<file path="src/rtl/core/c_punctuator_tokenizer_macros.svh">
// assertion macros for the c punctuator tokenizer
`ifndef C_PUNCTUATOR_TOKENIZER_MACROS_SVH
`define C_PUNCTUATOR_TOKENIZER_MACROS_SVH

// property checked on every clock edge outside reset
`define CPT_ASSERT(label, prop, msg) \
  label: assert property (@(posedge clk) disable iff (rst) (prop)) else $error(msg);

// antecedent implies consequent in the same cycle
`define CPT_ASSERT_IMPL(label, ante, cons, msg) \
  label: assert property (@(posedge clk) disable iff (rst) (ante) |-> (cons)) \
    else $error(msg);

`endif

</file>
<file path="src/rtl/core/cpt_pkg.sv">
// shared types and token kind codes for the c punctuator tokenizer
`default_nettype none

package cpt_pkg;

  localparam int CHAR_W          = 21;
  localparam int KIND_W          = 6;
  localparam int MAX_TOKENS      = 3;
  localparam int CPT_QUEUE_DEPTH = 4;

  localparam logic [KIND_W-1:0] K_NE         = 6'd0;
  localparam logic [KIND_W-1:0] K_NOT        = 6'd1;
  localparam logic [KIND_W-1:0] K_MOD_ASSIGN = 6'd2;
  localparam logic [KIND_W-1:0] K_DHASH_DIG  = 6'd3;
  localparam logic [KIND_W-1:0] K_HASH_DIG   = 6'd4;
  localparam logic [KIND_W-1:0] K_RBRACE_DIG = 6'd5;
  localparam logic [KIND_W-1:0] K_MOD        = 6'd6;
  localparam logic [KIND_W-1:0] K_LAND       = 6'd7;
  localparam logic [KIND_W-1:0] K_AND_ASSIGN = 6'd8;
  localparam logic [KIND_W-1:0] K_AND        = 6'd9;
  localparam logic [KIND_W-1:0] K_LPAR       = 6'd10;
  localparam logic [KIND_W-1:0] K_RPAR       = 6'd11;
  localparam logic [KIND_W-1:0] K_MUL_ASSIGN = 6'd12;
  localparam logic [KIND_W-1:0] K_MUL        = 6'd13;
  localparam logic [KIND_W-1:0] K_INC        = 6'd14;
  localparam logic [KIND_W-1:0] K_ADD_ASSIGN = 6'd15;
  localparam logic [KIND_W-1:0] K_ADD        = 6'd16;
  localparam logic [KIND_W-1:0] K_COMMA      = 6'd17;
  localparam logic [KIND_W-1:0] K_DEC        = 6'd18;
  localparam logic [KIND_W-1:0] K_SUB_ASSIGN = 6'd19;
  localparam logic [KIND_W-1:0] K_PTR        = 6'd20;
  localparam logic [KIND_W-1:0] K_SUB        = 6'd21;
  localparam logic [KIND_W-1:0] K_ELLIP      = 6'd22;
  localparam logic [KIND_W-1:0] K_PERIOD     = 6'd23;
  localparam logic [KIND_W-1:0] K_DIV_ASSIGN = 6'd24;
  localparam logic [KIND_W-1:0] K_DIV        = 6'd25;
  localparam logic [KIND_W-1:0] K_RBRACK_DIG = 6'd26;
  localparam logic [KIND_W-1:0] K_COLON      = 6'd27;
  localparam logic [KIND_W-1:0] K_SEMI       = 6'd28;
  localparam logic [KIND_W-1:0] K_LE         = 6'd29;
  localparam logic [KIND_W-1:0] K_SHL_ASSIGN = 6'd30;
  localparam logic [KIND_W-1:0] K_SHL        = 6'd31;
  localparam logic [KIND_W-1:0] K_LBRACK_DIG = 6'd32;
  localparam logic [KIND_W-1:0] K_LBRACE_DIG = 6'd33;
  localparam logic [KIND_W-1:0] K_LT         = 6'd34;
  localparam logic [KIND_W-1:0] K_EQ         = 6'd35;
  localparam logic [KIND_W-1:0] K_ASSIGN     = 6'd36;
  localparam logic [KIND_W-1:0] K_GE         = 6'd37;
  localparam logic [KIND_W-1:0] K_SHR_ASSIGN = 6'd38;
  localparam logic [KIND_W-1:0] K_SHR        = 6'd39;
  localparam logic [KIND_W-1:0] K_GT         = 6'd40;
  localparam logic [KIND_W-1:0] K_QUEST      = 6'd41;
  localparam logic [KIND_W-1:0] K_LBRACK     = 6'd42;
  localparam logic [KIND_W-1:0] K_RBRACK     = 6'd43;
  localparam logic [KIND_W-1:0] K_XOR_ASSIGN = 6'd44;
  localparam logic [KIND_W-1:0] K_XOR        = 6'd45;
  localparam logic [KIND_W-1:0] K_LBRACE     = 6'd46;
  localparam logic [KIND_W-1:0] K_OR_ASSIGN  = 6'd47;
  localparam logic [KIND_W-1:0] K_LOR        = 6'd48;
  localparam logic [KIND_W-1:0] K_OR         = 6'd49;
  localparam logic [KIND_W-1:0] K_RBRACE     = 6'd50;
  localparam logic [KIND_W-1:0] K_TILDE      = 6'd51;
  localparam logic [KIND_W-1:0] K_DHASH      = 6'd52;
  localparam logic [KIND_W-1:0] K_HASH       = 6'd53;
  localparam logic [KIND_W-1:0] K_OTHER      = 6'd54;

  typedef struct packed {
    logic [CHAR_W-1:0] char_code;
    logic              is_end;
  } cpt_in_t;

  typedef struct packed {
    logic [KIND_W-1:0] token_kind;
    logic [CHAR_W-1:0] passed_char;
    logic              last_in_run;
  } cpt_out_t;

  // all tokens caused by one request, oldest in slot zero
  typedef struct packed {
    logic [1:0]                        count;
    logic [MAX_TOKENS-1:0][KIND_W-1:0] kinds;
    logic [CHAR_W-1:0]                 char_code;
  } cpt_bundle_t;

endpackage

`default_nettype wire

</file>
<file path="src/rtl/core/c_punctuator_tokenizer.sv">
// top level of the c punctuator tokenizer
//
// input channel: item carries one code point or an end flush; a request is
// taken at a clock edge with push high and full low
// result channel: the oldest token sits on result while empty is low and is
// taken at a clock edge with pop high and empty low
// the front end keeps the partial-punctuator prefix and turns each request
// into zero to three tokens in the cycle it is taken; a bundle queue of
// QUEUE_DEPTH entries feeds the back end, which hands out one token per cycle
// the first token of a request passes through the bundle queue and then the
// output register before it sits on result
// requests are taken one per cycle while each gives at most one token and pop
// is high; a request that gives two or three tokens holds the back end until
// its last token is out, and the bundle queue absorbs the difference
// when the receiver holds pop low, the output register keeps its token, the
// queue fills and full rises; nothing is dropped
// reset (rst, synchronous) clears the prefix to idle and empties the queue
// and output register
`default_nettype none

module c_punctuator_tokenizer #(
  parameter int QUEUE_DEPTH = cpt_pkg::CPT_QUEUE_DEPTH
) (
  input  logic              clk,
  input  logic              rst,
  input  logic              push,
  output logic              full,
  input  cpt_pkg::cpt_in_t  item,
  output logic              empty,
  input  logic              pop,
  output cpt_pkg::cpt_out_t result
);
  import cpt_pkg::*;

  logic        q_push;
  logic        q_full;
  logic        q_pop;
  logic        q_empty;
  cpt_bundle_t q_wr;
  cpt_bundle_t q_head;

  cpt_front u_front (
    .clk    (clk),
    .rst    (rst),
    .push   (push),
    .item   (item),
    .q_full (q_full),
    .q_push (q_push),
    .q_data (q_wr)
  );

  cpt_queue #(
    .DEPTH (QUEUE_DEPTH)
  ) u_queue (
    .clk     (clk),
    .rst     (rst),
    .push    (q_push),
    .wr_data (q_wr),
    .full    (q_full),
    .pop     (q_pop),
    .rd_data (q_head),
    .empty   (q_empty)
  );

  cpt_back u_back (
    .clk     (clk),
    .rst     (rst),
    .q_empty (q_empty),
    .q_head  (q_head),
    .q_pop   (q_pop),
    .pop     (pop),
    .empty   (empty),
    .result  (result)
  );

  assign full = q_full;

endmodule

`default_nettype wire

</file>
<file path="src/rtl/core/cpt_front.sv">
// front end: prefix state machine that classifies each request into a token bundle
`default_nettype none

module cpt_front (
  input  logic                 clk,
  input  logic                 rst,
  input  logic                 push,
  input  cpt_pkg::cpt_in_t     item,
  input  logic                 q_full,
  output logic                 q_push,
  output cpt_pkg::cpt_bundle_t q_data
);
  import cpt_pkg::*;

  localparam int ST_W = 5;

  localparam logic [ST_W-1:0] S_IDLE        = 5'd0;
  localparam logic [ST_W-1:0] S_BANG        = 5'd1;
  localparam logic [ST_W-1:0] S_PCT         = 5'd2;
  localparam logic [ST_W-1:0] S_PCT_COL     = 5'd3;
  localparam logic [ST_W-1:0] S_PCT_COL_PCT = 5'd4;
  localparam logic [ST_W-1:0] S_AMP         = 5'd5;
  localparam logic [ST_W-1:0] S_STAR        = 5'd6;
  localparam logic [ST_W-1:0] S_PLUS        = 5'd7;
  localparam logic [ST_W-1:0] S_MINUS       = 5'd8;
  localparam logic [ST_W-1:0] S_DOT         = 5'd9;
  localparam logic [ST_W-1:0] S_DOT_DOT     = 5'd10;
  localparam logic [ST_W-1:0] S_SLASH       = 5'd11;
  localparam logic [ST_W-1:0] S_COL         = 5'd12;
  localparam logic [ST_W-1:0] S_LT          = 5'd13;
  localparam logic [ST_W-1:0] S_LT_LT       = 5'd14;
  localparam logic [ST_W-1:0] S_EQ          = 5'd15;
  localparam logic [ST_W-1:0] S_GT          = 5'd16;
  localparam logic [ST_W-1:0] S_GT_GT       = 5'd17;
  localparam logic [ST_W-1:0] S_CARET       = 5'd18;
  localparam logic [ST_W-1:0] S_PIPE        = 5'd19;
  localparam logic [ST_W-1:0] S_HASH        = 5'd20;

  localparam logic [CHAR_W-1:0] C_BANG   = 21'h21;
  localparam logic [CHAR_W-1:0] C_HASH   = 21'h23;
  localparam logic [CHAR_W-1:0] C_PCT    = 21'h25;
  localparam logic [CHAR_W-1:0] C_AMP    = 21'h26;
  localparam logic [CHAR_W-1:0] C_LPAR   = 21'h28;
  localparam logic [CHAR_W-1:0] C_RPAR   = 21'h29;
  localparam logic [CHAR_W-1:0] C_STAR   = 21'h2A;
  localparam logic [CHAR_W-1:0] C_PLUS   = 21'h2B;
  localparam logic [CHAR_W-1:0] C_COMMA  = 21'h2C;
  localparam logic [CHAR_W-1:0] C_MINUS  = 21'h2D;
  localparam logic [CHAR_W-1:0] C_DOT    = 21'h2E;
  localparam logic [CHAR_W-1:0] C_SLASH  = 21'h2F;
  localparam logic [CHAR_W-1:0] C_COLON  = 21'h3A;
  localparam logic [CHAR_W-1:0] C_SEMI   = 21'h3B;
  localparam logic [CHAR_W-1:0] C_LT     = 21'h3C;
  localparam logic [CHAR_W-1:0] C_EQ     = 21'h3D;
  localparam logic [CHAR_W-1:0] C_GT     = 21'h3E;
  localparam logic [CHAR_W-1:0] C_QUEST  = 21'h3F;
  localparam logic [CHAR_W-1:0] C_LBRACK = 21'h5B;
  localparam logic [CHAR_W-1:0] C_RBRACK = 21'h5D;
  localparam logic [CHAR_W-1:0] C_CARET  = 21'h5E;
  localparam logic [CHAR_W-1:0] C_LBRACE = 21'h7B;
  localparam logic [CHAR_W-1:0] C_PIPE   = 21'h7C;
  localparam logic [CHAR_W-1:0] C_RBRACE = 21'h7D;
  localparam logic [CHAR_W-1:0] C_TILDE  = 21'h7E;

  typedef struct packed {
    logic              hit;
    logic              emit;
    logic [KIND_W-1:0] kind;
    logic [ST_W-1:0]   next;
  } step_t;

  typedef struct packed {
    logic [1:0]        n;
    logic [KIND_W-1:0] k0;
    logic [KIND_W-1:0] k1;
  } flush_t;

  function automatic step_t take(input logic [KIND_W-1:0] k);
    take = '{hit: 1'b1, emit: 1'b1, kind: k, next: S_IDLE};
  endfunction

  function automatic step_t go(input logic [ST_W-1:0] s);
    go = '{hit: 1'b1, emit: 1'b0, kind: K_OTHER, next: s};
  endfunction

  function automatic step_t extend(input logic [ST_W-1:0] st, input logic [CHAR_W-1:0] c);
    step_t r;
    r = '{hit: 1'b0, emit: 1'b0, kind: K_OTHER, next: st};
    unique case (st)
      S_BANG:    if (c == C_EQ) r = take(K_NE);
      S_PCT: begin
        if (c == C_EQ) r = take(K_MOD_ASSIGN);
        else if (c == C_COLON) r = go(S_PCT_COL);
        else if (c == C_GT) r = take(K_RBRACE_DIG);
      end
      S_PCT_COL: if (c == C_PCT) r = go(S_PCT_COL_PCT);
      S_AMP: begin
        if (c == C_AMP) r = take(K_LAND);
        else if (c == C_EQ) r = take(K_AND_ASSIGN);
      end
      S_STAR:    if (c == C_EQ) r = take(K_MUL_ASSIGN);
      S_PLUS: begin
        if (c == C_PLUS) r = take(K_INC);
        else if (c == C_EQ) r = take(K_ADD_ASSIGN);
      end
      S_MINUS: begin
        if (c == C_MINUS) r = take(K_DEC);
        else if (c == C_EQ) r = take(K_SUB_ASSIGN);
        else if (c == C_GT) r = take(K_PTR);
      end
      S_DOT:     if (c == C_DOT) r = go(S_DOT_DOT);
      S_DOT_DOT: if (c == C_DOT) r = take(K_ELLIP);
      S_SLASH:   if (c == C_EQ) r = take(K_DIV_ASSIGN);
      S_COL:     if (c == C_GT) r = take(K_RBRACK_DIG);
      S_LT: begin
        if (c == C_EQ) r = take(K_LE);
        else if (c == C_LT) r = go(S_LT_LT);
        else if (c == C_COLON) r = take(K_LBRACK_DIG);
        else if (c == C_PCT) r = take(K_LBRACE_DIG);
      end
      S_LT_LT:   if (c == C_EQ) r = take(K_SHL_ASSIGN);
      S_EQ:      if (c == C_EQ) r = take(K_EQ);
      S_GT: begin
        if (c == C_EQ) r = take(K_GE);
        else if (c == C_GT) r = go(S_GT_GT);
      end
      S_GT_GT:   if (c == C_EQ) r = take(K_SHR_ASSIGN);
      S_CARET:   if (c == C_EQ) r = take(K_XOR_ASSIGN);
      S_PIPE: begin
        if (c == C_EQ) r = take(K_OR_ASSIGN);
        else if (c == C_PIPE) r = take(K_LOR);
      end
      S_HASH:    if (c == C_HASH) r = take(K_DHASH);
      default:   r.hit = 1'b0;
    endcase
    return r;
  endfunction

  function automatic step_t start(input logic [CHAR_W-1:0] c);
    step_t r;
    r = '{hit: 1'b1, emit: 1'b0, kind: K_OTHER, next: S_IDLE};
    unique case (c)
      C_BANG:   r.next = S_BANG;
      C_PCT:    r.next = S_PCT;
      C_AMP:    r.next = S_AMP;
      C_STAR:   r.next = S_STAR;
      C_PLUS:   r.next = S_PLUS;
      C_MINUS:  r.next = S_MINUS;
      C_DOT:    r.next = S_DOT;
      C_SLASH:  r.next = S_SLASH;
      C_COLON:  r.next = S_COL;
      C_LT:     r.next = S_LT;
      C_EQ:     r.next = S_EQ;
      C_GT:     r.next = S_GT;
      C_CARET:  r.next = S_CARET;
      C_PIPE:   r.next = S_PIPE;
      C_HASH:   r.next = S_HASH;
      C_LPAR:   r = take(K_LPAR);
      C_RPAR:   r = take(K_RPAR);
      C_COMMA:  r = take(K_COMMA);
      C_SEMI:   r = take(K_SEMI);
      C_QUEST:  r = take(K_QUEST);
      C_LBRACK: r = take(K_LBRACK);
      C_RBRACK: r = take(K_RBRACK);
      C_LBRACE: r = take(K_LBRACE);
      C_RBRACE: r = take(K_RBRACE);
      C_TILDE:  r = take(K_TILDE);
      default:  r = take(K_OTHER);
    endcase
    return r;
  endfunction

  function automatic flush_t flush_of(input logic [ST_W-1:0] st);
    flush_t f;
    f = '{n: 2'd1, k0: K_OTHER, k1: K_OTHER};
    unique case (st)
      S_BANG:        f.k0 = K_NOT;
      S_PCT:         f.k0 = K_MOD;
      S_PCT_COL:     f.k0 = K_HASH_DIG;
      S_PCT_COL_PCT: f = '{n: 2'd2, k0: K_HASH_DIG, k1: K_MOD};
      S_AMP:         f.k0 = K_AND;
      S_STAR:        f.k0 = K_MUL;
      S_PLUS:        f.k0 = K_ADD;
      S_MINUS:       f.k0 = K_SUB;
      S_DOT:         f.k0 = K_PERIOD;
      S_DOT_DOT:     f = '{n: 2'd2, k0: K_PERIOD, k1: K_PERIOD};
      S_SLASH:       f.k0 = K_DIV;
      S_COL:         f.k0 = K_COLON;
      S_LT:          f.k0 = K_LT;
      S_LT_LT:       f.k0 = K_SHL;
      S_EQ:          f.k0 = K_ASSIGN;
      S_GT:          f.k0 = K_GT;
      S_GT_GT:       f.k0 = K_SHR;
      S_CARET:       f.k0 = K_XOR;
      S_PIPE:        f.k0 = K_OR;
      S_HASH:        f.k0 = K_HASH;
      default:       f.n = 2'd0;
    endcase
    return f;
  endfunction

  logic [ST_W-1:0]                   prefix_state;
  logic [ST_W-1:0]                   prefix_state_next;
  logic [MAX_TOKENS-1:0][KIND_W-1:0] kinds_c;
  logic [1:0]                        cnt_c;
  step_t                             ext;
  step_t                             stt;
  flush_t                            fl;
  logic                              accept;

  assign accept = push && !q_full;

  always_comb begin
    ext               = extend(prefix_state, item.char_code);
    stt               = start(item.char_code);
    fl                = flush_of(prefix_state);
    kinds_c           = {MAX_TOKENS{K_OTHER}};
    cnt_c             = 2'd0;
    prefix_state_next = prefix_state;
    if (item.is_end) begin
      kinds_c[0]        = fl.k0;
      kinds_c[1]        = fl.k1;
      cnt_c             = fl.n;
      prefix_state_next = S_IDLE;
    end else if (prefix_state == S_PCT_COL_PCT && item.char_code == C_COLON) begin
      kinds_c[0]        = K_DHASH_DIG;
      cnt_c             = 2'd1;
      prefix_state_next = S_IDLE;
    end else if (prefix_state == S_PCT_COL_PCT &&
                 (item.char_code == C_EQ || item.char_code == C_GT)) begin
      kinds_c[0]        = K_HASH_DIG;
      kinds_c[1]        = (item.char_code == C_EQ) ? K_MOD_ASSIGN : K_RBRACE_DIG;
      cnt_c             = 2'd2;
      prefix_state_next = S_IDLE;
    end else if (ext.hit) begin
      kinds_c[0]        = ext.kind;
      cnt_c             = {1'b0, ext.emit};
      prefix_state_next = ext.next;
    end else begin
      // pending prefix is emitted, then the character starts over from idle
      kinds_c[0]        = fl.k0;
      kinds_c[1]        = fl.k1;
      kinds_c[fl.n]     = stt.kind;
      cnt_c             = fl.n + {1'b0, stt.emit};
      prefix_state_next = stt.next;
    end
  end

  always_ff @(posedge clk) begin
    if (rst) begin
      prefix_state <= S_IDLE;
    end else if (accept) begin
      prefix_state <= prefix_state_next;
    end
  end

  assign q_push = accept && (cnt_c != 2'd0);

  always_comb begin
    q_data.count     = cnt_c;
    q_data.kinds     = kinds_c;
    q_data.char_code = item.char_code;
  end

endmodule

`default_nettype wire

</file>
<file path="src/rtl/core/cpt_queue.sv">
// short bundle queue between the front end and the back end
`default_nettype none
`include "c_punctuator_tokenizer_macros.svh"

module cpt_queue #(
  parameter int DEPTH = cpt_pkg::CPT_QUEUE_DEPTH
) (
  input  logic                 clk,
  input  logic                 rst,
  input  logic                 push,
  input  cpt_pkg::cpt_bundle_t wr_data,
  output logic                 full,
  input  logic                 pop,
  output cpt_pkg::cpt_bundle_t rd_data,
  output logic                 empty
);
  import cpt_pkg::*;

  localparam int AW    = (DEPTH > 1) ? $clog2(DEPTH) : 1;
  localparam int CNT_W = $clog2(DEPTH + 1);

  cpt_bundle_t      mem [DEPTH];
  logic [AW-1:0]    wr_ptr;
  logic [AW-1:0]    rd_ptr;
  logic [CNT_W-1:0] count;
  logic             do_wr;
  logic             do_rd;

  assign full  = (count == CNT_W'(DEPTH));
  assign empty = (count == '0);
  assign do_wr = push && !full;
  assign do_rd = pop && !empty;

  always_ff @(posedge clk) begin
    if (rst) begin
      wr_ptr <= '0;
      rd_ptr <= '0;
      count  <= '0;
    end else begin
      if (do_wr) begin
        wr_ptr <= (wr_ptr == AW'(DEPTH - 1)) ? '0 : wr_ptr + 1'b1;
      end
      if (do_rd) begin
        rd_ptr <= (rd_ptr == AW'(DEPTH - 1)) ? '0 : rd_ptr + 1'b1;
      end
      if (do_wr && !do_rd) begin
        count <= count + 1'b1;
      end else if (do_rd && !do_wr) begin
        count <= count - 1'b1;
      end
    end
  end

  always_ff @(posedge clk) begin
    if (do_wr) begin
      mem[wr_ptr] <= wr_data;
    end
  end

  assign rd_data = mem[rd_ptr];

  `CPT_ASSERT(a_q_bound, count <= CNT_W'(DEPTH), "queue count beyond depth")
  `CPT_ASSERT(a_q_grow, (do_wr && !do_rd) |=> (count == $past(count) + 1'b1), "queue count lost a write")

endmodule

`default_nettype wire

</file>
<file path="src/rtl/core/cpt_back.sv">
// back end: serializes token bundles into single results through an output register
`default_nettype none
`include "c_punctuator_tokenizer_macros.svh"

module cpt_back (
  input  logic                 clk,
  input  logic                 rst,
  input  logic                 q_empty,
  input  cpt_pkg::cpt_bundle_t q_head,
  output logic                 q_pop,
  input  logic                 pop,
  output logic                 empty,
  output cpt_pkg::cpt_out_t    result
);
  import cpt_pkg::*;

  logic [1:0]        idx;
  logic [1:0]        idx_next;
  logic              out_valid;
  cpt_out_t          out_reg;
  logic              load;
  logic              last;
  logic [KIND_W-1:0] kind_sel;

  assign load     = !out_valid || pop;
  assign kind_sel = q_head.kinds[idx];
  assign last     = (idx == q_head.count - 2'd1);
  assign q_pop    = load && !q_empty && last;
  assign idx_next = last ? 2'd0 : idx + 2'd1;

  always_ff @(posedge clk) begin
    if (rst) begin
      out_valid <= 1'b0;
      idx       <= 2'd0;
    end else if (load) begin
      out_valid <= !q_empty;
      if (!q_empty) begin
        idx <= idx_next;
      end
    end
  end

  always_ff @(posedge clk) begin
    if (load && !q_empty) begin
      out_reg.token_kind  <= kind_sel;
      out_reg.passed_char <= (kind_sel == K_OTHER) ? q_head.char_code : '0;
      out_reg.last_in_run <= last;
    end
  end

  assign empty  = !out_valid;
  assign result = out_reg;

  `CPT_ASSERT_IMPL(a_idx_range, !q_empty, idx < q_head.count, "token index beyond bundle")
  `CPT_ASSERT_IMPL(a_idle_idx, q_empty, idx == 2'd0, "token index left mid bundle")
  `CPT_ASSERT_IMPL(a_char_zero, out_valid && (out_reg.token_kind != K_OTHER), out_reg.passed_char == '0, "char on punctuator")

endmodule

`default_nettype wire
</file>
<file path="config.mk">
export PLATFORM = sky130hd
export DESIGN_NAME = c_punctuator_tokenizer
export DESIGN_NICKNAME = d
export VERILOG_FILES = /design/src/rtl/core/cpt_pkg.sv /design/src/rtl/core/c_punctuator_tokenizer.sv /design/src/rtl/core/cpt_front.sv /design/src/rtl/core/cpt_queue.sv /design/src/rtl/core/cpt_back.sv
export VERILOG_INCLUDE_DIRS = /design/src /design/src/rtl/core
export SDC_FILE = /design/constraint.sdc
export NUM_CORES = 1
export LEC_CHECK = 0
export ABC_AREA = 1
export BUFFER_PORTS_ARGS = -buffer_cell sky130_fd_sc_hd__buf_2
export CAP_MARGIN = 20
export CELL_PAD_IN_SITES_DETAIL_PLACEMENT = 0
export CELL_PAD_IN_SITES_GLOBAL_PLACEMENT = 1
export CORE_ASPECT_RATIO = 1.25
export CORE_MARGIN = 1.5
export CORE_UTILIZATION = 30
export DETAILED_ROUTE_END_ITERATION = 12
export PLACE_DENSITY = 0.54
export SLEW_MARGIN = 0
export SYNTH_ARGS = -nofsm -noshare
export SYNTH_HDL_FRONTEND = slang
export SYNTH_SLANG_ARGS = --single-unit
</file>
<file path="constraint.sdc">
create_clock -name clk -period 5.9 [get_ports clk]
set_input_delay 0.295 -clock clk [delete_from_list [all_inputs] [get_ports clk]]
set_output_delay 0.295 -clock clk [all_outputs]
set_load 0.01 [all_outputs]
</file>
; ---- Word-level counts from Yosys, hierarchy flattened
; Memories as Yosys holds them, arrays and structs flattened. A register that Yosys moved wholly into a read port is not among the register bits.
; Index checks and enable logic that the tools add are counted.
[totals]
ramBits = 164
ff_bits = 43
n_memories = 1
[op_classes]
mux = 87
magnitude_cmp = 3
reduce_logical = 28
bitwise_logic = 1
n_eq_ne = 70
addsub = 7
[mem_list]
columns = memory, words, word_bits, rd, rd_ports_with_merged_regs, write_ports, line_no
row1 = u_queue.mem, 4, 41, 1, 1, 1, cpt_queue.sv:22  ; cpt_bundle_t mem [DEPTH];
[op_table]
columns = operator, n
row1 = $mux W13, 49
row2 = $eq A21 B6 Y1 const B, 18
row3 = $pmux W12 S19, 1
row4 = $eq A21 B7 Y1 const B, 7
row5 = $pmux W6 S18, 1
row6 = $pmux W7 S11, 1
row7 = $pmux W5 S15, 1
row8 = $ne A6 B6 Y1 const B, 12
row9 = $mux W12, 4
row10 = $eq A5 B4 Y1 const B, 8
row11 = $mux W6, 6
row12 = $ne A7 B7 Y1 const B, 4
row13 = $eq A5 B5 Y1 const B, 5
row14 = $ne A23 B23 Y1 const B, 1
row15 = $reduce_and A21 Y1, 1
row16 = $eq A5 B3 Y1 const B, 4
row17 = $mux W5, 4
row18 = $pmux W1 S19, 1
row19 = $bwmux W18, 1
row20 = $mux W2, 9
row21 = $reduce_or A18 Y1, 1
row22 = $ne A8 B8 Y1 const B, 2
row23 = $reduce_or A15 Y1, 1
row24 = $bmux W6 S2, 1
row25 = other kinds (27), 53

; ---- Logic depth before layout (Yosys ltp)
; Gate-level depths: netlist of run 1.
[logic_depth]
word_depth = 18
depth_mapped = 26
depth_no_buf = 26

; ---- Cells and area by module
; From an unflattened synthesis of run 1, not the netlist that was laid out.
[unflattened]
hier_cells = 1211
hier_area_um2 = 10949.3
[modules_own_cells]
columns = mod, instances, area_per_inst_um2, cells_per_inst
row1 = cpt_queue, 1, 6575.1, 467
row2 = cpt_front, 1, 2904.0, 593
row3 = cpt_back, 1, 1470.2, 151

; ---- Worst setup path after synthesis of run 1
; Ideal clock, no wire load.
[synth_path]
path_kind = input to register
startpoint = in item[13] in the netlist's numbering
endpoint = mem u_queue.mem[3][0] in the netlist's numbering (enable)
path_slack_ps = 1622
arrival_ps = 3839
cell_stages = 16
t_required_ps = 5461
n_path_buf = 0
path_cell_list = nor2_1 -> nand2_1 -> nor2_4 -> nand2_4 -> nor2_4 -> inv_1 -> o2111ai_1 -> nor4_1 -> ha_1 -> xnor2_1 -> nand3_1 -> nand2_1 -> a21oi_1 -> nand2_2 -> nand2_4 -> nor2_1
[synth_via]
elab_chain_len = 16
[synth_rtl]
columns = element, line_no
row1 = from (decl), c_punctuator_tokenizer.sv:28  ; input cpt_pkg::cpt_in_t item,
row2 = $eq A21 B6 Y1, "cpt_front.sv:96, cpt_front.sv:119, cpt_front.sv:142"
row3 = $mux W13, cpt_front.sv:119  ; else if (c == C_PCT) r = take(K_LBRACE_DIG);
row4 = $mux W13, cpt_front.sv:118  ; else if (c == C_COLON) r = take(K_LBRACK_DIG);
row5 = $mux W13, cpt_front.sv:117  ; else if (c == C_LT) r = go(S_LT_LT);
row6 = $mux W13, cpt_front.sv:116  ; if (c == C_EQ) r = take(K_LE);
row7 = $mux W13, cpt_front.sv:89  ; unique case (st)
row8 = $pmux W12 S19 / $pmux W1 S19 (equally long branches), cpt_front.sv:89
row9 = $mux W2, cpt_front.sv:235  ; end else if (ext.hit) begin
row10 = $mux W2, cpt_front.sv:229  ; end else if (prefix_state == S_PCT_COL_PCT &&
row11 = $mux W2 *, cpt_front.sv:225  ; end else if (prefix_state == S_PCT_COL_PCT && item.char_code == C_COLON) begin
row12 = $mux W2 *, cpt_front.sv:220  ; if (item.is_end) begin
row13 = $reduce_bool A2 Y1 *, cpt_front.sv:257  ; assign q_push = accept && (cnt_c != 2'd0);
row14 = $logic_and A1 B1 Y1 *, cpt_front.sv:257
row15 = $logic_and A1 B1 Y1 *, cpt_queue.sv:31  ; assign do_wr = push && !full;
row16 = $mux W1 *, cpt_queue.sv:55  ; if (do_wr) begin
row17 = $mux W1 (implied by the code) *, cpt_queue.sv:56  ; mem[wr_ptr] <= wr_data;
row18 = to (decl), cpt_queue.sv:22
; Every way passes the cells marked *; elsewhere a longest branch is shown, timed or not. The select of a mux whose other input is x is not followed.

; ---- Final worst setup path of run 1
[layout_path]
startpoint = reg u_front.prefix_state[2]
endpoint = reg u_queue.count[2]
[layout_via]
elab_chain_len = 14
[layout_rtl]
columns = element, line_no
row1 = from (decl), cpt_front.sv:202  ; logic [ST_W-1:0] prefix_state;
row2 = from (signal assigned), cpt_front.sv:253  ; prefix_state <= prefix_state_next;
row3 = "$eq A5 B1 Y1, or another cell as far along", "cpt_front.sv:89, cpt_front.sv:176"
row4 = $reduce_or A18 Y1 (no source line) / $reduce_or A2 Y1 (equally long branches), n/a
row5 = $pmux W2 S2, cpt_front.sv:176  ; unique case (st)
row6 = $add A2 B1 Y2, cpt_front.sv:244  ; cnt_c = fl.n + {1'b0, stt.emit};
row7 = $mux W2, cpt_front.sv:235
row8 = $mux W2, cpt_front.sv:229
row9 = $mux W2, cpt_front.sv:225
row10 = $mux W2 *, cpt_front.sv:220
row11 = $reduce_bool A2 Y1 *, cpt_front.sv:257
row12 = $logic_and A1 B1 Y1 *, cpt_front.sv:257
row13 = $logic_and A1 B1 Y1 *, cpt_queue.sv:31
row14 = via u_queue.do_wr, cpt_queue.sv:26  ; logic do_wr;
row15 = $logic_not A1 Y1, cpt_queue.sv:48  ; end else if (do_rd && !do_wr) begin
row16 = $logic_and A1 B1 Y1, cpt_queue.sv:48
row17 = $reduce_bool A2 Y1 (no source line), n/a
row18 = to (signal assigned), cpt_queue.sv:47  ; count <= count + 1'b1;
row19 = to (signal assigned), cpt_queue.sv:49  ; count <= count - 1'b1;
row20 = to (decl), cpt_queue.sv:25  ; logic [CNT_W-1:0] count;
; The timed path passes the listed nets; every way through them passes the cells marked *.
; A chain may end at the register's enable or synchronous reset.

==> impl_summary.log, run 1 <==
INFO  metric synthDistinctLibCells = 55
INFO  metric number_of_antenna_violations_at_the_first_check_in_global_routing = 0
INFO  metric final_design_area_no_fill = 11600 um^2
INFO  metric totalWireLength = 28.6 mm
INFO  metric die_h = 209 um
INFO  metric yosys_register_bits = 209
INFO  metric final_max_slew_viol_count = 0
INFO  metric period_needed = 3.71 ns
INFO  metric synth_enable_flop_cells = 192
INFO  metric rr_endpoint = u_queue.count[2]
INFO  metric detail-route-antenna-nets = 0
INFO  metric rr_startpoint = u_front.prefix_state[2]
INFO  metric setup.worst_path.start = u_front.prefix_state[2]
INFO  metric critical_path_arrival = 4.10 ns
INFO  metric gr-usage-all-layers = 16.4%
INFO  metric worst_setup_path_endpoint = u_queue.count[2]
INFO  metric fin_skew = 0.0140 ns
INFO  metric gr-total-overflow = 0
INFO  metric setup_repair_after_global_routing_missed_its_margin = no
INFO  metric finish.net_count = 1135
INFO  metric synth.cell_area = 10200 um^2
INFO  metric ff2ff_path_depth = 23
INFO  metric numCtsBuffers = 21
INFO  metric global_route_wire_length_before_repair = 44.0 mm
INFO  metric fin_util = 34.5%
INFO  metric peakVddDrop = 184 uV
INFO  metric setup_viol_count_final = 0
INFO  metric floorplan.initialDensity = 30.4%
INFO  metric type_of_the_most_critical_hold_path = in2reg
INFO  metric share_of_flip_flops_with_an_asynchronous_set_or_reset_after_synthesis = 0%
INFO  metric cp.required = 6.28 ns
INFO  metric insertedDiodeCount = 0
INFO  metric clock_path_buffers = 3
INFO  metric cts.repair_timing.setup_buffer_count = 0
INFO  metric final_hold_vios = 0
INFO  metric placedCellCount = 1501
INFO  metric tightestPinTransition = 0.912 ns
INFO  metric worstSetupPathType = reg2reg
INFO  metric outcome = completed
INFO  metric place.port_buffers = 55
INFO  metric gp_congestion = 0.905
INFO  metric rows = 75
INFO  metric timing.max_cap.violations = 0
INFO  metric die_w = 168 um
INFO  metric io-pin-count = 56
INFO  metric cts_root_buf = sky130_fd_sc_hd__clkbuf_16
INFO  metric drt-initial-drc-count = 496
INFO  metric layout-drive-gt1-share = 15.6%
INFO  metric post_synth_main_area_contributors = sky130_fd_sc_hd__edfxtp_1 (57%), sky130_fd_sc_hd__nor2_1 (7.8%), sky130_fd_sc_hd__o21ai_0 (5.4%)
INFO  metric synthDominantCellAreaShare = 56.6%
INFO  metric synth_flop_cell = sky130_fd_sc_hd__edfxtp_1
INFO  metric power.leakage = 0.00448 uW
INFO  metric synthCells = 1046
INFO  metric setup.worst_path.end_class = register
INFO  metric grt_pass1_vias = 7558
INFO  metric cts_num_sinks = 209
INFO  metric cts_hold_buffers = 0
INFO  metric timing.critical_path.fanout_max = 9
INFO  metric fin_cells = 1539
INFO  metric design.die.area = 35100 um^2
INFO  metric max_frequency = 0.269 GHz
INFO  metric core_area = 33500 um^2
INFO  metric yosysMostFrequentCell = sky130_fd_sc_hd__nor2_1
INFO  metric design_power = 4560 uW
INFO  metric largest_net_degree_at_the_start_of_global_routing = 83
INFO  metric synth_sequential_area_ratio = 60.0%
INFO  metric synth_top_area_cell = sky130_fd_sc_hd__edfxtp_1
INFO  metric routed_wire_length_per_instance = 18.6 um
INFO  metric yosysWarningCount = 0
INFO  metric rrSetupSlack = 2.19 ns
INFO  metric clk-insertion-delay-late = 0.51 ns
INFO  metric area_delta_synth_final = 13.6%
INFO  metric synthesized_area_per_cell = 9.73 um^2
INFO  metric synth_common_cells = sky130_fd_sc_hd__nor2_1 (211), sky130_fd_sc_hd__edfxtp_1 (192), sky130_fd_sc_hd__nand2_1 (122)
INFO  metric drt_drc_violations_left = 0
INFO  metric detail_route.first_pass.iterations = 5
INFO  metric power_per_cell_area = 394 nW/um^2
INFO  metric tritoncts = done
INFO  metric slew_headroom = 39.2%
INFO  metric level_count_of_the_clock_h_tree = 1
INFO  metric finalSetupTns = 0 ns
INFO  metric num_vias = 7599
INFO  metric postPlaceCellArea = 11000 um^2
INFO  metric postCtsResizedCells = 0
INFO  metric postSynthNetCount = 1080
INFO  metric period_share = 62.9%
INFO  metric crit_path_start_kind = register
INFO  metric cts.reportedPaths.clkPinSlew = 0.06 ns
INFO  metric dp_hpwl = 19.6 mm
INFO  metric viasPerCell = 4.94
## per-layer routing
layer	up-vias	GRT usage [%]	share of wire, %
li1	3750	-	-
met1	3643	20.3	44
met2	159	29.5	51
met3	47	1.38	3.0
met4	0	6.00	2.7
met5	-	0	0
## critical path, cell delays in order (launching register included)
cell,delay (ns)
sky130_fd_sc_hd__dfxtp_1,0.42
sky130_fd_sc_hd__nor2_2,0.10
sky130_fd_sc_hd__nand2_1,0.12
sky130_fd_sc_hd__inv_2,0.06
sky130_fd_sc_hd__nand2_1,0.20
sky130_fd_sc_hd__nand2_1,0.13
sky130_fd_sc_hd__nor2_2,0.22
sky130_fd_sc_hd__nand4_1,0.11
sky130_fd_sc_hd__nand3b_4,0.23
sky130_fd_sc_hd__ha_1,0.23
sky130_fd_sc_hd__xnor2_1,0.16
sky130_fd_sc_hd__nand3_1,0.10
sky130_fd_sc_hd__nand2_1,0.10
sky130_fd_sc_hd__a21oi_1,0.10
sky130_fd_sc_hd__nand2_2,0.10
sky130_fd_sc_hd__nand2_4,0.11
sky130_fd_sc_hd__inv_1,0.08
sky130_fd_sc_hd__ha_1,0.13
sky130_fd_sc_hd__inv_1,0.06
sky130_fd_sc_hd__fa_1,0.37
sky130_fd_sc_hd__a21oi_1,0.14
sky130_fd_sc_hd__o21ai_0,0.11
sky130_fd_sc_hd__o21ai_0,0.16
sky130_fd_sc_hd__a21oi_1,0.05
## sequential cells by signal, indices dropped and copies added, names as in the netlist, named ones only
name                  cells
u_queue.count             3
u_queue.rd_ptr            2
u_front.prefix_state      5
u_back.idx                2
u_back.result            28
u_queue.mem             164
u_back.out_valid          1
u_queue.wr_ptr            2
## area by class of cell
type,count,area [um^2]
Timing Repair Buffer,65,350
Fill cell,3390,21900
Sequential cell,209,6110
Clock inverter,8,37.5
Tap cell,423,529
Multi-Input combinational cell,698,3590
Inverter,106,400
Clock buffer,30,559
## power by group
group	leakage, uW	internal (uW)	switching, uW
registers	0.00193	1950	76.0
clock network	0.000290	660	528
logic	0.00226	392	959
total	0.00448	3000	1560
## cell usage in the layout, fill, tap and decap left out, types with 10 or more instances in the layout
cell type	n
sky130_fd_sc_hd__nor2_1	207
sky130_fd_sc_hd__edfxtp_1	192
sky130_fd_sc_hd__nand2_1	122
sky130_fd_sc_hd__o21ai_0	110
sky130_fd_sc_hd__inv_1	76
sky130_fd_sc_hd__buf_2	55
sky130_fd_sc_hd__a21oi_1	52
sky130_fd_sc_hd__nand3_1	50
sky130_fd_sc_hd__inv_2	27
sky130_fd_sc_hd__clkbuf_16	21
sky130_fd_sc_hd__o22ai_1	16
sky130_fd_sc_hd__dfxtp_1	16
sky130_fd_sc_hd__nor2_4	13
sky130_fd_sc_hd__nor2_2	12
sky130_fd_sc_hd__nand2_2	12
sky130_fd_sc_hd__nand4_1	10
sky130_fd_sc_hd__buf_4	10
## logic make-up (layout without fill, tap and decap cells)
group / Yosys count / in the layout / synth area share, %
fa+ha+maj: 8 / 8 / 1.06
xor+xnor: 4 / 4 / 0.344
simple gates: 457 / 457 / 20.5
flops: 209 / 209 / 60.0
compound gates: 229 / 229 / 12.9
buf+inv: 139 / 209 / 5.25
## per-stage QoR
step | hold WS [ns] | setup WS [ns]
after global routing | 0.0123 | 1.85
after global placement | 0.530 | 1.85
after CTS | 0.00284 | 2.16
final | 0.0289 | 2.19
after floorplan | 0.364 | 1.62
after detailed placement | 0.514 | 1.82
## worst min-delay path by stage
stage	start	endpoint	slack, ns	cells after the start
final	item[13]	u_queue.mem[3][12]	0.03	1
after global routing	item[19]	u_queue.mem[1][18]	0.01	1
after CTS	item[13]	u_queue.mem[2][12]	0.003	1
after detailed placement	u_front.prefix_state[3]	u_front.prefix_state[3]	0.51	2
after global placement	u_front.prefix_state[3]	u_front.prefix_state[3]	0.53	2
after floorplan	rst	u_front.prefix_state[2]	0.36	1
Note: power is estimated with default switching activity, not from simulation.
==> run 2: changes to the inputs <==
==> constraint.sdc (replaced) <==
create_clock -name clk -period 3.6 [get_ports clk]
set_input_delay 0.18 -clock clk [delete_from_list [all_inputs] [get_ports clk]]
set_output_delay 0.18 -clock clk [all_outputs]
set_load 0.01 [all_outputs]
==> impl_summary.log, run 2 (synthesis results as in run 1) <==
INFO  metric timing.critical_path.fanout_max = 6
INFO  metric gr-usage-all-layers = 16.9%
INFO  metric placement.setup.worst_slack = -0.0383 ns
INFO  metric insertedDiodeCount = 0
INFO  metric final_cell_mix = sky130_fd_sc_hd__nor2_1 (203), sky130_fd_sc_hd__edfxtp_1 (192), sky130_fd_sc_hd__nand2_1 (117)
INFO  metric setup_ws = 0.234 ns
INFO  metric die_h = 209 um
INFO  metric largest-register = u_queue.mem
INFO  metric postPlaceCellArea = 11600 um^2
INFO  metric cts.reportedPaths.clkPinSlew = 0.06 ns
INFO  metric peakVddDrop = 277 uV
INFO  metric tightestPinTransition = 0.787 ns
INFO  metric finalSetupTns = 0 ns
INFO  metric detail-route-antenna-nets = 0
INFO  metric cts_num_sinks = 209
INFO  metric global_route_wire_length_before_repair = 45.4 mm
INFO  metric num_vias = 7955
INFO  metric design.die.area = 35100 um^2
INFO  metric die_w = 168 um
INFO  metric fin_util = 37.7%
INFO  metric finish.net_count = 1231
INFO  metric worstSetupPathType = in2reg
INFO  metric hold_slack = 0.0166 ns
INFO  metric drt_drc_violations_left = 0
INFO  metric final_common_cell = sky130_fd_sc_hd__nor2_1
INFO  metric dp_hpwl = 20.4 mm
INFO  metric drt-initial-drc-count = 496
INFO  metric area_delta_synth_final = 24.1%
INFO  metric period_needed = 3.37 ns
INFO  metric detail_route.first_pass.iterations = 5
INFO  metric number_of_antenna_violations_at_the_first_check_in_global_routing = 0
INFO  metric cp_peak_stage_delay = 0.53 ns
INFO  metric period_share = 93.5%
INFO  metric layout-drive-gt1-share = 23.0%
INFO  metric critical_path_arrival = 3.76 ns
INFO  metric clk-insertion-delay-late = 0.50 ns
INFO  metric max_frequency = 0.297 GHz
INFO  metric core_area = 33500 um^2
INFO  metric totalWireLength = 29.4 mm
INFO  metric path_delay_family = buffers and inverters
INFO  metric crit_path_start_kind = input port
INFO  metric slew_headroom = 46.9%
INFO  metric largest_net_degree_at_the_start_of_global_routing = 42
INFO  metric final_design_area_no_fill = 12600 um^2
INFO  metric viasPerCell = 4.86
INFO  metric grt_pass1_vias = 8017
INFO  metric cts_root_buf = sky130_fd_sc_hd__clkbuf_16
INFO  metric gp_congestion = 0.870
INFO  metric outcome = completed
INFO  metric numCtsBuffers = 22
INFO  metric critical_path_buf_inv_count = 10
INFO  metric type_of_the_most_critical_hold_path = in2reg
INFO  metric setup_viol_count_final = 0
INFO  metric tritoncts = done
INFO  metric final_hold_vios = 0
INFO  metric setup.worst_path.end_class = register
INFO  metric routed_wire_length_per_instance = 18.0 um
INFO  metric clock_path_buffers = 3
INFO  metric rows = 75
INFO  metric level_count_of_the_clock_h_tree = 1
INFO  metric power_per_cell_area = 629 nW/um^2
INFO  metric place.port_buffers = 55
INFO  metric final_max_slew_viol_count = 0
INFO  metric timing.max_cap.violations = 0
INFO  metric io-pin-count = 56
INFO  metric cp.required = 3.99 ns
INFO  metric timing.critical_path.slowest_stage_cell = sky130_fd_sc_hd__dlygate4sd3_1
INFO  metric largest_register_ff_count = 164
INFO  metric gr-total-overflow = 0
INFO  metric fin_skew = 0.0113 ns
INFO  metric floorplan.initialDensity = 30.4%
INFO  metric power.leakage = 0.00504 uW
==> run 2: cell types whose count changed in the layout (fill, tap and decap cells not counted), sizes merged <==
| cell | before | now |
|---|---|---|
| bufinv | 0 | 2 |
| dlygate4sd3 | 0 | 17 |
| clkinvlp | 0 | 1 |
| clkbuf | 30 | 29 |
| clkinv | 9 | 8 |
| inv | 105 | 106 |
| buf | 65 | 143 |
==> run 2: metrics by stage <==
stage               total power (uW)  std cells
CTS                             8060       1636
floorplan                       4810       1046
global route                    8440       1636
global placement                5740       1579
detailed placement              5740       1579
finish                          7940       1636
==> run 2: final cells by class <==
type / count / area, um^2
clock inverters: 11 / 121
fillers: 3377 / 20900
multi-input cells: 698 / 3670
clock buffers: 29 / 618
well taps: 423 / 529
flip-flops and latches: 209 / 6110
repair buffers: 160 / 1180
inverters: 106 / 400
==> run 2: routing by layer <==
metal  global-route usage [%]  up-vias  routed length [um]
li1                         -     3948                   -
met1                     20.6     3820               12800
met2                     30.8      140               15000
met3                     1.42       47                 653
met4                     6.28        0                 927
met5                        0        -                   0
==> run 2: worst reg2reg max path, cell delays in order (launching register included) <==
cell and delay [ns]:
sky130_fd_sc_hd__dfxtp_1 0.47, sky130_fd_sc_hd__nand2_1 0.13, sky130_fd_sc_hd__nor2_2 0.18, sky130_fd_sc_hd__inv_2 0.05, sky130_fd_sc_hd__nor2_1 0.35, sky130_fd_sc_hd__nor4_4 0.11
sky130_fd_sc_hd__nand3b_4 0.11, sky130_fd_sc_hd__ha_1 0.16, sky130_fd_sc_hd__xnor2_1 0.11, sky130_fd_sc_hd__nand3_1 0.10, sky130_fd_sc_hd__nand2_2 0.09, sky130_fd_sc_hd__a21oi_1 0.09
sky130_fd_sc_hd__nand2_2 0.10, sky130_fd_sc_hd__nand2_4 0.04, sky130_fd_sc_hd__inv_1 0.05, sky130_fd_sc_hd__ha_1 0.13, sky130_fd_sc_hd__inv_1 0.05, sky130_fd_sc_hd__fa_1 0.37
sky130_fd_sc_hd__a21oi_1 0.14, sky130_fd_sc_hd__o21ai_1 0.09, sky130_fd_sc_hd__o21ai_1 0.14, sky130_fd_sc_hd__a21oi_1 0.05
==> run 2: worst paths after layout <==
| path | startpoint | slack (ns) | cells after the start | end |
|---|---|---|---|---|
| worst max-delay path | item[11] | 0.23 | 25 | u_queue.count[1] |
| worst min-delay path | item[1] | 0.02 | 1 | u_queue.mem[1][0] |
| worst max register to register | u_front.prefix_state[1] | 0.35 | 21 | u_queue.count[2] |
| worst min register to register | u_front.prefix_state[3] | 0.51 | 2 | u_front.prefix_state[3] |
==> run 2: power by group <==
group | internal, uW | total [uW] | switching (uW)
clock | 1370 | 2290 | 923
combinational | 751 | 2350 | 1600
sequential | 3190 | 3310 | 116
==> run 2: what timing repair did <==
item / 4_1_cts / 5_1_grt
gates resized for setup: 0 / 25
hold buffers: 17 / 0
endpoints found under the hold margin: 65 / 0
setup endpoints to repair: 0 / 150
buffers inserted: 0 / 1
